--- config.mk ---
export PLATFORM = sky130hd
export DESIGN_NAME = rssi_diversity_selector_flat
export DESIGN_NICKNAME = d
export VERILOG_FILES = /design/src/hw/rtl/rds_pkg.sv /design/src/hw/rtl/rds_if.sv /design/src/hw/rtl/rds_scale.sv /design/src/hw/rtl/rssi_diversity_selector.sv /design/src/flat_wrapper.sv
export SDC_FILE = /design/constraint.sdc
export NUM_CORES = 1
export LEC_CHECK = 0
export BUFFER_PORTS_ARGS = -buffer_cell sky130_fd_sc_hd__buf_2
export CAP_MARGIN = 20
export CELL_PAD_IN_SITES_DETAIL_PLACEMENT = 2
export CELL_PAD_IN_SITES_GLOBAL_PLACEMENT = 2
export CORE_MARGIN = 2
export CORE_UTILIZATION = 44
export CTS_BUF_LIST = sky130_fd_sc_hd__clkbuf_4
export CTS_CLUSTER_SIZE = 25
export DETAILED_ROUTE_END_ITERATION = 10
export PLACE_DENSITY_LB_ADDON = 0.1
export RECOVER_POWER = 100
export SETUP_SLACK_MARGIN = 0.15
export SLEW_MARGIN = 20
export SYNTH_ARGS = -nofsm -noshare
export SYNTH_HDL_FRONTEND = slang
export SYNTH_HIERARCHICAL = 1
export SYNTH_SLANG_ARGS = --single-unit
--- constraint.sdc ---
create_clock -name clk_i -period 15 [get_ports clk_i]
set_input_delay 0.75 -clock clk_i [delete_from_list [all_inputs] [get_ports clk_i]]
set_output_delay 0.75 -clock clk_i [all_outputs]
set_load 0.1 [all_outputs]
--- src/hw/rtl/rds_pkg.sv ---
// ----------------------------------------------------------------------------
// rds_pkg - shared types and constants of the RSSI diversity selector
// Item kinds, mode codes, register indexes, widths and the control states.
// ----------------------------------------------------------------------------
package rds_pkg;

  localparam int unsigned RawW   = 12;
  localparam int unsigned PctW   = 7;
  localparam int unsigned CountW = 16;
  localparam int unsigned ChanW  = 6;
  localparam int unsigned ModeW  = 2;
  localparam int unsigned KindW  = 2;
  localparam int unsigned CfgIdxW  = 4;
  localparam int unsigned CfgDataW = 16;

  // (raw - min) * 100 needs 12 + 7 bits
  localparam int unsigned NumW = RawW + PctW;

  localparam logic [PctW-1:0]   PctFull  = PctW'(100);
  localparam logic [CountW-1:0] CountMax = '1;

  typedef enum logic [KindW-1:0] {
    KindTick   = 2'd0,
    KindSample = 2'd1,
    KindRetune = 2'd2,
    KindNone   = 2'd3
  } kind_e;

  localparam logic [ModeW-1:0] ModeAuto   = 2'd0;
  localparam logic [ModeW-1:0] ModeForceA = 2'd1;
  localparam logic [ModeW-1:0] ModeForceB = 2'd2;

  localparam logic RxA = 1'b0;
  localparam logic RxB = 1'b1;

  localparam logic [CfgIdxW-1:0] RegAMin    = 4'd0;
  localparam logic [CfgIdxW-1:0] RegAMax    = 4'd1;
  localparam logic [CfgIdxW-1:0] RegBMin    = 4'd2;
  localparam logic [CfgIdxW-1:0] RegBMax    = 4'd3;
  localparam logic [CfgIdxW-1:0] RegMode    = 4'd4;
  localparam logic [CfgIdxW-1:0] RegMargin  = 4'd5;
  localparam logic [CfgIdxW-1:0] RegHold    = 4'd6;
  localparam logic [CfgIdxW-1:0] RegSettle  = 4'd7;

  typedef enum logic [2:0] {
    StIdle,
    StDivA,
    StDivB,
    StDecide,
    StEmit
  } state_e;

endpackage

--- src/hw/rtl/rds_if.sv ---
// ----------------------------------------------------------------------------
// rds_in_if / rds_out_if - valid/ready channels of the diversity selector
// Input carries one event item, output one status item.
// ----------------------------------------------------------------------------
interface rds_in_if;
  import rds_pkg::*;

  logic            valid;
  logic            ready;
  logic [1:0]      kind;
  logic [RawW-1:0] rssi_a_raw;
  logic [RawW-1:0] rssi_b_raw;
  logic [5:0]      channel;

  modport source (output valid, kind, rssi_a_raw, rssi_b_raw, channel, input ready);
  modport sink   (input valid, kind, rssi_a_raw, rssi_b_raw, channel, output ready);
endinterface

interface rds_out_if;
  import rds_pkg::*;

  logic            valid;
  logic            ready;
  logic            active_receiver;
  logic [PctW-1:0] rssi_a_pct;
  logic [PctW-1:0] rssi_b_pct;
  logic            rssi_stable;
  logic [5:0]      active_channel;

  modport source (output valid, active_receiver, rssi_a_pct, rssi_b_pct, rssi_stable,
                  active_channel, input ready);
  modport sink   (input valid, active_receiver, rssi_a_pct, rssi_b_pct, rssi_stable,
                  active_channel, output ready);
endinterface

--- src/hw/rtl/rds_scale.sv ---
// ----------------------------------------------------------------------------
// rds_scale - bit-serial RSSI percentage scaler
// Restoring divider, one quotient bit per cycle: (raw-min)*100/(max-min),
// clamped to 100, zero when raw <= min or max <= min.
// ----------------------------------------------------------------------------
module rds_scale
  import rds_pkg::*;
(
  input  logic            clk_i,
  input  logic            rst_ni,
  input  logic            start_i,
  input  logic [RawW-1:0] raw_i,
  input  logic [RawW-1:0] lo_i,
  input  logic [RawW-1:0] hi_i,
  output logic            done_o,
  output logic [PctW-1:0] pct_o
);

  localparam int unsigned StepW = $clog2(NumW + 1);

  logic             busy_q, busy_d;
  logic             done_q, done_d;
  logic [StepW-1:0] step_q, step_d;
  logic [RawW-1:0]  rem_q, rem_d;
  logic [NumW-1:0]  num_q, num_d;
  logic [RawW-1:0]  den_q, den_d;
  logic             zero_q, zero_d;

  logic [RawW-1:0] diff;
  logic [NumW-1:0] num_init;
  logic [RawW:0]   rem_shift;
  logic            q_bit;
  logic            over;

  assign diff     = raw_i - lo_i;
  // times 100 = 64 + 32 + 4
  assign num_init = {1'b0, diff, 6'b0} + {2'b0, diff, 5'b0} + {5'b0, diff, 2'b0};

  assign rem_shift = {rem_q, num_q[NumW-1]};
  assign q_bit     = (rem_shift >= {1'b0, den_q});

  always_comb begin
    busy_d = busy_q;
    done_d = 1'b0;
    step_d = step_q;
    rem_d  = rem_q;
    num_d  = num_q;
    den_d  = den_q;
    zero_d = zero_q;
    if (start_i) begin
      busy_d = 1'b1;
      step_d = '0;
      rem_d  = '0;
      num_d  = num_init;
      den_d  = hi_i - lo_i;
      zero_d = (hi_i <= lo_i) || (raw_i <= lo_i);
    end else if (busy_q) begin
      rem_d = q_bit ? RawW'(rem_shift - {1'b0, den_q}) : rem_shift[RawW-1:0];
      num_d = {num_q[NumW-2:0], q_bit};
      step_d = step_q + 1'b1;
      if (step_q == StepW'(NumW - 1)) begin
        busy_d = 1'b0;
        done_d = 1'b1;
      end
    end
  end

  always_ff @(posedge clk_i or negedge rst_ni) begin
    if (!rst_ni) begin
      busy_q <= 1'b0;
      done_q <= 1'b0;
      step_q <= '0;
    end else begin
      busy_q <= busy_d;
      done_q <= done_d;
      step_q <= step_d;
    end
  end

  always_ff @(posedge clk_i) begin
    rem_q  <= rem_d;
    num_q  <= num_d;
    den_q  <= den_d;
    zero_q <= zero_d;
  end

  assign over   = (num_q > NumW'(PctFull));
  assign done_o = done_q;
  assign pct_o  = zero_q ? '0 : (over ? PctFull : num_q[PctW-1:0]);

endmodule

--- src/hw/rtl/rssi_diversity_selector.sv ---
// ----------------------------------------------------------------------------
// rssi_diversity_selector - two-receiver antenna diversity switch
// Scales RSSI samples, tracks settle/hold counters and picks receiver A or B.
// ----------------------------------------------------------------------------
// Every item gives one status item. Ticks, retunes, unused kinds and samples
// taken before settling go from accept through the emit state into the
// output register. A sample pair taken after settling goes through one
// shared bit-serial divider, A then B, then the decide and emit states to the
// output load; the emit state waits while the output register holds an item
// not yet taken. One item is in work at a time; a new item is accepted as soon
// as the status item has moved into the output register, even if not taken.
module rssi_diversity_selector
  import rds_pkg::*;
(
  input  logic                clk_i,
  input  logic                rst_ni,
  rds_in_if.sink              in_i,
  rds_out_if.source           out_o,
  input  logic                cfg_we_i,
  input  logic [CfgIdxW-1:0]  cfg_idx_i,
  input  logic [CfgDataW-1:0] cfg_data_i
);

  // configuration
  logic [RawW-1:0]   a_min_q, a_max_q, b_min_q, b_max_q;
  logic [ModeW-1:0]  mode_q;
  logic [PctW-1:0]   margin_q;
  logic [CountW-1:0] hold_ticks_q, settle_ticks_q;

  always_ff @(posedge clk_i or negedge rst_ni) begin
    if (!rst_ni) begin
      a_min_q        <= '0;
      a_max_q        <= '1;
      b_min_q        <= '0;
      b_max_q        <= '1;
      mode_q         <= ModeAuto;
      margin_q       <= PctW'(2);
      hold_ticks_q   <= CountW'(5);
      settle_ticks_q <= CountW'(30);
    end else if (cfg_we_i) begin
      unique case (cfg_idx_i)
        RegAMin:   a_min_q        <= cfg_data_i[RawW-1:0];
        RegAMax:   a_max_q        <= cfg_data_i[RawW-1:0];
        RegBMin:   b_min_q        <= cfg_data_i[RawW-1:0];
        RegBMax:   b_max_q        <= cfg_data_i[RawW-1:0];
        RegMode:   mode_q         <= cfg_data_i[ModeW-1:0];
        RegMargin: margin_q       <= cfg_data_i[PctW-1:0];
        RegHold:   hold_ticks_q   <= cfg_data_i[CountW-1:0];
        RegSettle: settle_ticks_q <= cfg_data_i[CountW-1:0];
        default: ;
      endcase
    end
  end

  // selector state
  state_e            state_q, state_d;
  logic [PctW-1:0]   pct_a_q, pct_b_q;
  logic              sel_q, target_q;
  logic [ChanW-1:0]  chan_q;
  logic [CountW-1:0] settle_q, hold_q;
  logic [RawW-1:0]   raw_b_q;
  logic              out_valid_q;
  logic              out_sel_q, out_stable_q;
  logic [PctW-1:0]   out_pct_a_q, out_pct_b_q;
  logic [ChanW-1:0]  out_chan_q;

  logic            accept;
  logic            settled;
  logic            out_free;
  logic            div_start, div_done;
  logic [RawW-1:0] div_raw, div_lo, div_hi;
  logic [PctW-1:0] div_pct;
  kind_e           kind;

  logic [PctW:0]   diff;
  logic [PctW-1:0] mag;
  logic            best;
  logic            lead_ok;

  assign kind     = kind_e'(in_i.kind);
  assign accept   = in_i.valid && in_i.ready;
  assign settled  = (settle_q >= settle_ticks_q);
  assign out_free = !out_valid_q || out_o.ready;

  assign diff    = {1'b0, pct_a_q} - {1'b0, pct_b_q};
  assign mag     = diff[PctW] ? PctW'(-diff) : diff[PctW-1:0];
  assign best    = (diff == '0) ? sel_q : diff[PctW];
  assign lead_ok = (mag >= margin_q);

  // divider operand select: A while starting from idle, B once A is done
  assign div_raw = (state_q == StIdle) ? in_i.rssi_a_raw : raw_b_q;
  assign div_lo  = (state_q == StIdle) ? a_min_q : b_min_q;
  assign div_hi  = (state_q == StIdle) ? a_max_q : b_max_q;

  rds_scale u_scale (
    .clk_i   (clk_i),
    .rst_ni  (rst_ni),
    .start_i (div_start),
    .raw_i   (div_raw),
    .lo_i    (div_lo),
    .hi_i    (div_hi),
    .done_o  (div_done),
    .pct_o   (div_pct)
  );

  always_comb begin
    state_d    = state_q;
    div_start  = 1'b0;
    in_i.ready = 1'b0;
    unique case (state_q)
      StIdle: begin
        in_i.ready = 1'b1;
        if (in_i.valid) begin
          if (kind == KindSample && settled) begin
            div_start = 1'b1;
            state_d   = StDivA;
          end else begin
            state_d = StEmit;
          end
        end
      end
      StDivA: begin
        if (div_done) begin
          div_start = 1'b1;
          state_d   = StDivB;
        end
      end
      StDivB: begin
        if (div_done) begin
          state_d = StDecide;
        end
      end
      StDecide: state_d = StEmit;
      StEmit: begin
        if (out_free) begin
          state_d = StIdle;
        end
      end
      default: state_d = StIdle;
    endcase
  end

  always_ff @(posedge clk_i or negedge rst_ni) begin
    if (!rst_ni) begin
      state_q  <= StIdle;
      pct_a_q  <= '0;
      pct_b_q  <= '0;
      sel_q    <= RxA;
      target_q <= RxA;
      chan_q   <= '0;
      settle_q <= '0;
      hold_q   <= '0;
    end else begin
      state_q <= state_d;
      if (accept) begin
        unique case (kind)
          KindTick: begin
            if (settle_q != CountMax) settle_q <= settle_q + 1'b1;
            if (hold_q != CountMax)   hold_q   <= hold_q + 1'b1;
          end
          KindRetune: begin
            chan_q   <= in_i.channel;
            settle_q <= '0;
          end
          default: ;
        endcase
      end
      if (state_q == StDivA && div_done) pct_a_q <= div_pct;
      if (state_q == StDivB && div_done) pct_b_q <= div_pct;
      if (state_q == StDecide) begin
        unique case (mode_q)
          ModeAuto: begin
            if (lead_ok) begin
              if (best == target_q) begin
                if (hold_q >= hold_ticks_q) sel_q <= target_q;
              end else begin
                target_q <= best;
                hold_q   <= '0;
              end
            end else begin
              hold_q <= '0;
            end
          end
          ModeForceA: sel_q <= RxA;
          ModeForceB: sel_q <= RxB;
          default: ;
        endcase
      end
    end
  end

  always_ff @(posedge clk_i) begin
    if (accept) begin
      raw_b_q <= in_i.rssi_b_raw;
    end
  end

  // output register
  always_ff @(posedge clk_i or negedge rst_ni) begin
    if (!rst_ni) begin
      out_valid_q <= 1'b0;
    end else if (state_q == StEmit && out_free) begin
      out_valid_q <= 1'b1;
    end else if (out_o.ready) begin
      out_valid_q <= 1'b0;
    end
  end

  always_ff @(posedge clk_i) begin
    if (state_q == StEmit && out_free) begin
      out_sel_q    <= sel_q;
      out_pct_a_q  <= pct_a_q;
      out_pct_b_q  <= pct_b_q;
      out_stable_q <= settled;
      out_chan_q   <= chan_q;
    end
  end

  assign out_o.valid           = out_valid_q;
  assign out_o.active_receiver = out_sel_q;
  assign out_o.rssi_a_pct      = out_pct_a_q;
  assign out_o.rssi_b_pct      = out_pct_b_q;
  assign out_o.rssi_stable     = out_stable_q;
  assign out_o.active_channel  = out_chan_q;

endmodule

--- src/flat_wrapper.sv ---
// flat-port wrapper written by rule: the top's interface ports become plain ports
module rssi_diversity_selector_flat import rds_pkg::*;
  (clk_i, rst_ni, cfg_we_i, cfg_idx_i, cfg_data_i, in_i_valid, in_i_kind, in_i_rssi_a_raw, in_i_rssi_b_raw, in_i_channel, in_i_ready, out_o_valid, out_o_active_receiver, out_o_rssi_a_pct, out_o_rssi_b_pct, out_o_rssi_stable, out_o_active_channel, out_o_ready);
  rds_in_if in_i_i ();
  rds_out_if out_o_i ();
  input  logic clk_i;
  input  logic rst_ni;
  input  logic cfg_we_i;
  input  logic [CfgIdxW-1:0] cfg_idx_i;
  input  logic [CfgDataW-1:0] cfg_data_i;
  input wire logic [$bits(in_i_i.valid)-1:0] in_i_valid;
  input wire logic [$bits(in_i_i.kind)-1:0] in_i_kind;
  input wire logic [$bits(in_i_i.rssi_a_raw)-1:0] in_i_rssi_a_raw;
  input wire logic [$bits(in_i_i.rssi_b_raw)-1:0] in_i_rssi_b_raw;
  input wire logic [$bits(in_i_i.channel)-1:0] in_i_channel;
  output wire logic [$bits(in_i_i.ready)-1:0] in_i_ready;
  output wire logic [$bits(out_o_i.valid)-1:0] out_o_valid;
  output wire logic [$bits(out_o_i.active_receiver)-1:0] out_o_active_receiver;
  output wire logic [$bits(out_o_i.rssi_a_pct)-1:0] out_o_rssi_a_pct;
  output wire logic [$bits(out_o_i.rssi_b_pct)-1:0] out_o_rssi_b_pct;
  output wire logic [$bits(out_o_i.rssi_stable)-1:0] out_o_rssi_stable;
  output wire logic [$bits(out_o_i.active_channel)-1:0] out_o_active_channel;
  input wire logic [$bits(out_o_i.ready)-1:0] out_o_ready;
  assign in_i_i.valid = in_i_valid;
  assign in_i_i.kind = in_i_kind;
  assign in_i_i.rssi_a_raw = in_i_rssi_a_raw;
  assign in_i_i.rssi_b_raw = in_i_rssi_b_raw;
  assign in_i_i.channel = in_i_channel;
  assign in_i_ready = in_i_i.ready;
  assign out_o_valid = out_o_i.valid;
  assign out_o_active_receiver = out_o_i.active_receiver;
  assign out_o_rssi_a_pct = out_o_i.rssi_a_pct;
  assign out_o_rssi_b_pct = out_o_i.rssi_b_pct;
  assign out_o_rssi_stable = out_o_i.rssi_stable;
  assign out_o_active_channel = out_o_i.active_channel;
  assign out_o_i.ready = out_o_ready;
  rssi_diversity_selector u_core (.clk_i(clk_i), .rst_ni(rst_ni), .in_i(in_i_i), .out_o(out_o_i), .cfg_we_i(cfg_we_i), .cfg_idx_i(cfg_idx_i), .cfg_data_i(cfg_data_i));
endmodule
==> flow_summary.json <==
{
  "synth_seq_area_share": 0.451,
  "synth_edf_count": 66,
  "cts_buffers": 69,
  "multi_input_area_mm2": 0.00689,
  "synth_cells": 1288,
  "start_util": 0.445,
  "wl_per_cell_um": 21.5,
  "path_class": "in2async",
  "clkPwrFrac": 0.226,
  "dpl_cell_area_mm2": 0.0144,
  "place_congestion": 0.834,
  "rows": 64,
  "cts_setup_buffers": 0,
  "path_clk_slew_ns": 0.06,
  "portBuffers": 80,
  "total_leakage_power_nw": 6.79,
  "track_usage": 0.255,
  "root_buffer": "clkbuf_4",
  "min_path_type": "in2reg",
  "crit_arrival_ns": 6.99,
  "cts-resized-gates": 0,
  "cpLargestDelayFamily": "buffers and inverters",
  "critPathRequiredTime_ns": 14.76,
  "worstPathCellList": "clkbuf_1 > clkbuf_1",
  "coreArea_mm2": 0.0304,
  "fin_worst_skew_ns": 0.0564,
  "p_sw_frac": 0.415,
  "cp_max_fo": 83,
  "die_h_um": 180,
  "setup_viol": 0,
  "dp_cells": 1739,
  "cp-start-kind": "input pin",
  "drive_above_1_share": 0.223,
  "final-hold-violation-count": 0,
  "cp-end-kind": "async pin",
  "fin_util": 0.501,
  "cts_tree": "yes",
  "yosysWarningCount": 6,
  "overflow": 0,
  "yosys.area.top_type_share": 0.227,
  "syn_area_mm2": 0.0136,
  "via_count": 10435,
  "fill_cells": 3203,
  "crit_path_frequent_cell": "clkbuf_1",
  "synthArstFlopShare": 0.664,
  "yosysUniqueCellTypes": 76,
  "synth_area_per_cell_um2": 10.5,
  "cap_violations": 4,
  "hpwl_mm": 28.4,
  "synth_top_area_cell": "dfrtp_1",
  "die_area_mm2": 0.0322,
  "wl_mm": 40.1,
  "grt_pass1_wl_mm": 65.4,
  "ys_seq_elements": 232,
  "synthTopCellsByArea": "dfrtp_1 23%, edfxtp_1 15%, ha_1 10%",
  "worst_pin_slew_ns": 4.29,
  "max_freq_mhz": 138,
  "final_nets": 1589,
  "slew-limit-headroom": -1.86,
  "viasPerCell": 5.59,
  "violations": "capacitance limit, slew limit",
  "crit_buf_inv": 2,
  "grt_max_degree": 84,
  "rsz0062_at_grt": "false",
  "htree_levels": 3,
  "die_w_um": 180,
  "tritoncts_num_sinks": 232,
  "vdd_drop_max_mv": 0.128,
  "postLayoutCellArea_mm2": 0.0152,
  "pin_count": 81,
  "post-route-period-util": 0.483,
  "drcViolationCount": 0,
  "antenna_found_initial": 1,
  "power_frac_comb": 0.489,
  "drv_slew": 253,
  "fin_crit_ns": 7.24,
  "switching_power_mw": 1.17,
  "syn_nets": 1463,
  "p_seq_frac": 0.285,
  "ys.flop_type": "dfrtp_1",
  "p_int_mw": 1.66,
  "ant_nets": 0,
  "clk_latency_ns": 0.70,
  "slowest_delay_ns": 3.22,
  "fin_setup_tns_ns": 0,
  "status": "finished, violations left",
  "powerDensity_mw_per_mm2": 186,
  "grt_pass1_vias": 11877,
  "ctsHoldBuffers": 0,
  "first_iter_violations": 380,
  "power_mw": 2.83,
  "drt_pass1_iterations": 4,
  "critical-path-slowest-cell": "clkbuf_1",
  "fin_cells": 1866,
  "cts.path.max_buffers": 3,
  "syn2layout_area_growth_pct": 12.4,
  "regArea_mm2": 0.00611
}
-- kinds of logic (layout without fill, tap and decap cells) --
logic type / count (synthesis) / count (layout) / share of synthesized area
and+or+nand+nor: 359 / 359 / 0.132
AOI/OAI and AO/OA: 238 / 238 / 0.113
adders and majority gates: 118 / 118 / 0.114
muxes: 126 / 126 / 0.104
xor gates and xnor gates: 69 / 69 / 0.0446
buffers and inverters: 146 / 327 / 0.0416
other: 0 / 1 / 0
DFF: 232 / 232 / 0.451
-- synthesized netlist by cell type (14+ instances only) --
cell / instances
xnor2_1: 36
edfxtp_1: 66
inv_1: 112
nor2b_1: 20
o21ai_0: 87
dfrtp_1: 123
nor2_1: 87
and3_1: 14
dfstp_2: 31
nand4_1: 23
ha_1: 109
nor3_1: 21
a21oi_1: 42
xor2_1: 33
nand2_1: 99
a21o_1: 27
nand3_1: 31
clkbuf_1: 28
mux2_2: 119
-- final cells by class --
class | count | area share
Antenna cell | 1 | 0.000164
Clock buffer | 108 | 0.0532
Clock inverter | 18 | 0.00657
Inverter | 112 | 0.0276
Multi-Input combinational cell | 910 | 0.452
Sequential cell | 232 | 0.401
Tap cell | 396 | 0.0325
Timing Repair Buffer | 89 | 0.0266
-- per-layer routing --
| layer | up-vias | part of all wire | global-route usage |
|---|---|---|---|
| met5 | - | 0 | 0 |
| met4 | 0 | 0.035 | 0.102 |
| met3 | 86 | 0.030 | 0.0411 |
| met2 | 174 | 0.50 | 0.436 |
| met1 | 5301 | 0.44 | 0.321 |
| li1 | 4874 | - | - |
-- stage by stage --
step           worst slack [ns]  hold WS (ns)
6_report                   7.76         0.267
5_1_grt                    6.47         0.211
4_1_cts                    9.15        0.0578
2_1_floorplan              9.41         0.421
3_5_place_dp               9.18         0.434
3_3_place_gp               9.37         0.425
-- power groups by stage --
stage | combinational (mW) | clock (mW) | sequential (mW)
finish | 1.38 | 0.638 | 0.806
global route | 1.56 | 0.697 | 0.818
CTS | 1.40 | 0.666 | 0.806
detailed placement | 1.38 | 0 | 0.816
global placement | 1.29 | 0 | 0.809
floorplan | 0.955 | 0 | 0.856
-- state kept, by name, summed over array words and instances, names as in the netlist, 7 cells and up --
register,cells
u_core/hold_q,16
u_core/u_scale/den_q,12
u_core/out_o.rssi_b_pct,7
u_core/a_max_q,12
u_core/settle_ticks_q,16
u_core/u_scale/num_q,19
u_core/b_max_q,12
u_core/pct_b_q,7
u_core/raw_b_q,12
u_core/settle_q,16
u_core/out_o.rssi_a_pct,7
u_core/a_min_q,12
u_core/margin_q,7
u_core/pct_a_q,7
u_core/u_scale/rem_q,12
u_core/hold_ticks_q,16
u_core/b_min_q,12
-- worst paths after layout --
check | to | startpoint | depth (start not counted) | slack [ns]
min in group asynchronous | u_core/u_scale/step_q[0] | rst_ni | 1 | 1.54
setup / recovery | u_core/hold_q[15] | rst_ni | 2 | 7.76
setup reg to reg | u_core/u_scale/num_q[16] | u_core/state_q[2] | 21 | 7.85
hold reg to reg | u_core/out_o.rssi_a_pct[0] | u_core/pct_a_q[0] | 0 | 0.45
hold / removal | u_core/raw_b_q[10] | in_i_rssi_b_raw[10] | 1 | 0.27
max in group clk_i | u_core/u_scale/num_q[16] | u_core/state_q[2] | 21 | 7.85
-- worst reg2reg max path: cells and delay by family (launching register included) --
kind / cells / cell delay (ns)
adder cells (fa/ha/maj): 5 / 1.77
XOR/XNOR: 2 / 0.30
AO/OA/AOI/OAI: 6 / 1.33
buffers and inverters: 5 / 2.03
AND/OR/NAND/NOR: 1 / 0.23
multiplexers: 2 / 0.74
flip-flops: 1 / 0.52
-- cells in the final DEF (no fill, tap or decap), types with 11 or more instances in the layout --
| master | netlist | final |
|---|---|---|
| a211oi_1 | 11 | 11 |
| a21o_1 | 27 | 27 |
| a21oi_1 | 42 | 42 |
| and3_1 | 14 | 14 |
| buf_2 | 1 | 51 |
| clkbuf_1 | 28 | 36 |
| clkbuf_4 | 0 | 108 |
| clkinv_1 | 0 | 12 |
| dfrtp_1 | 123 | 123 |
| dfstp_2 | 31 | 31 |
| dfxtp_1 | 12 | 12 |
| edfxtp_1 | 66 | 66 |
| ha_1 | 109 | 109 |
| inv_1 | 112 | 112 |
| mux2_2 | 119 | 112 |
| nand2_1 | 99 | 99 |
| nand2b_1 | 11 | 11 |
| nand3_1 | 31 | 31 |
| nand4_1 | 23 | 23 |
| nor2_1 | 87 | 88 |
| nor2b_1 | 20 | 20 |
| nor3_1 | 21 | 21 |
| o21ai_0 | 87 | 87 |
| xnor2_1 | 36 | 36 |
| xor2_1 | 33 | 33 |
Note: power is estimated with default switching activity, not from simulation.
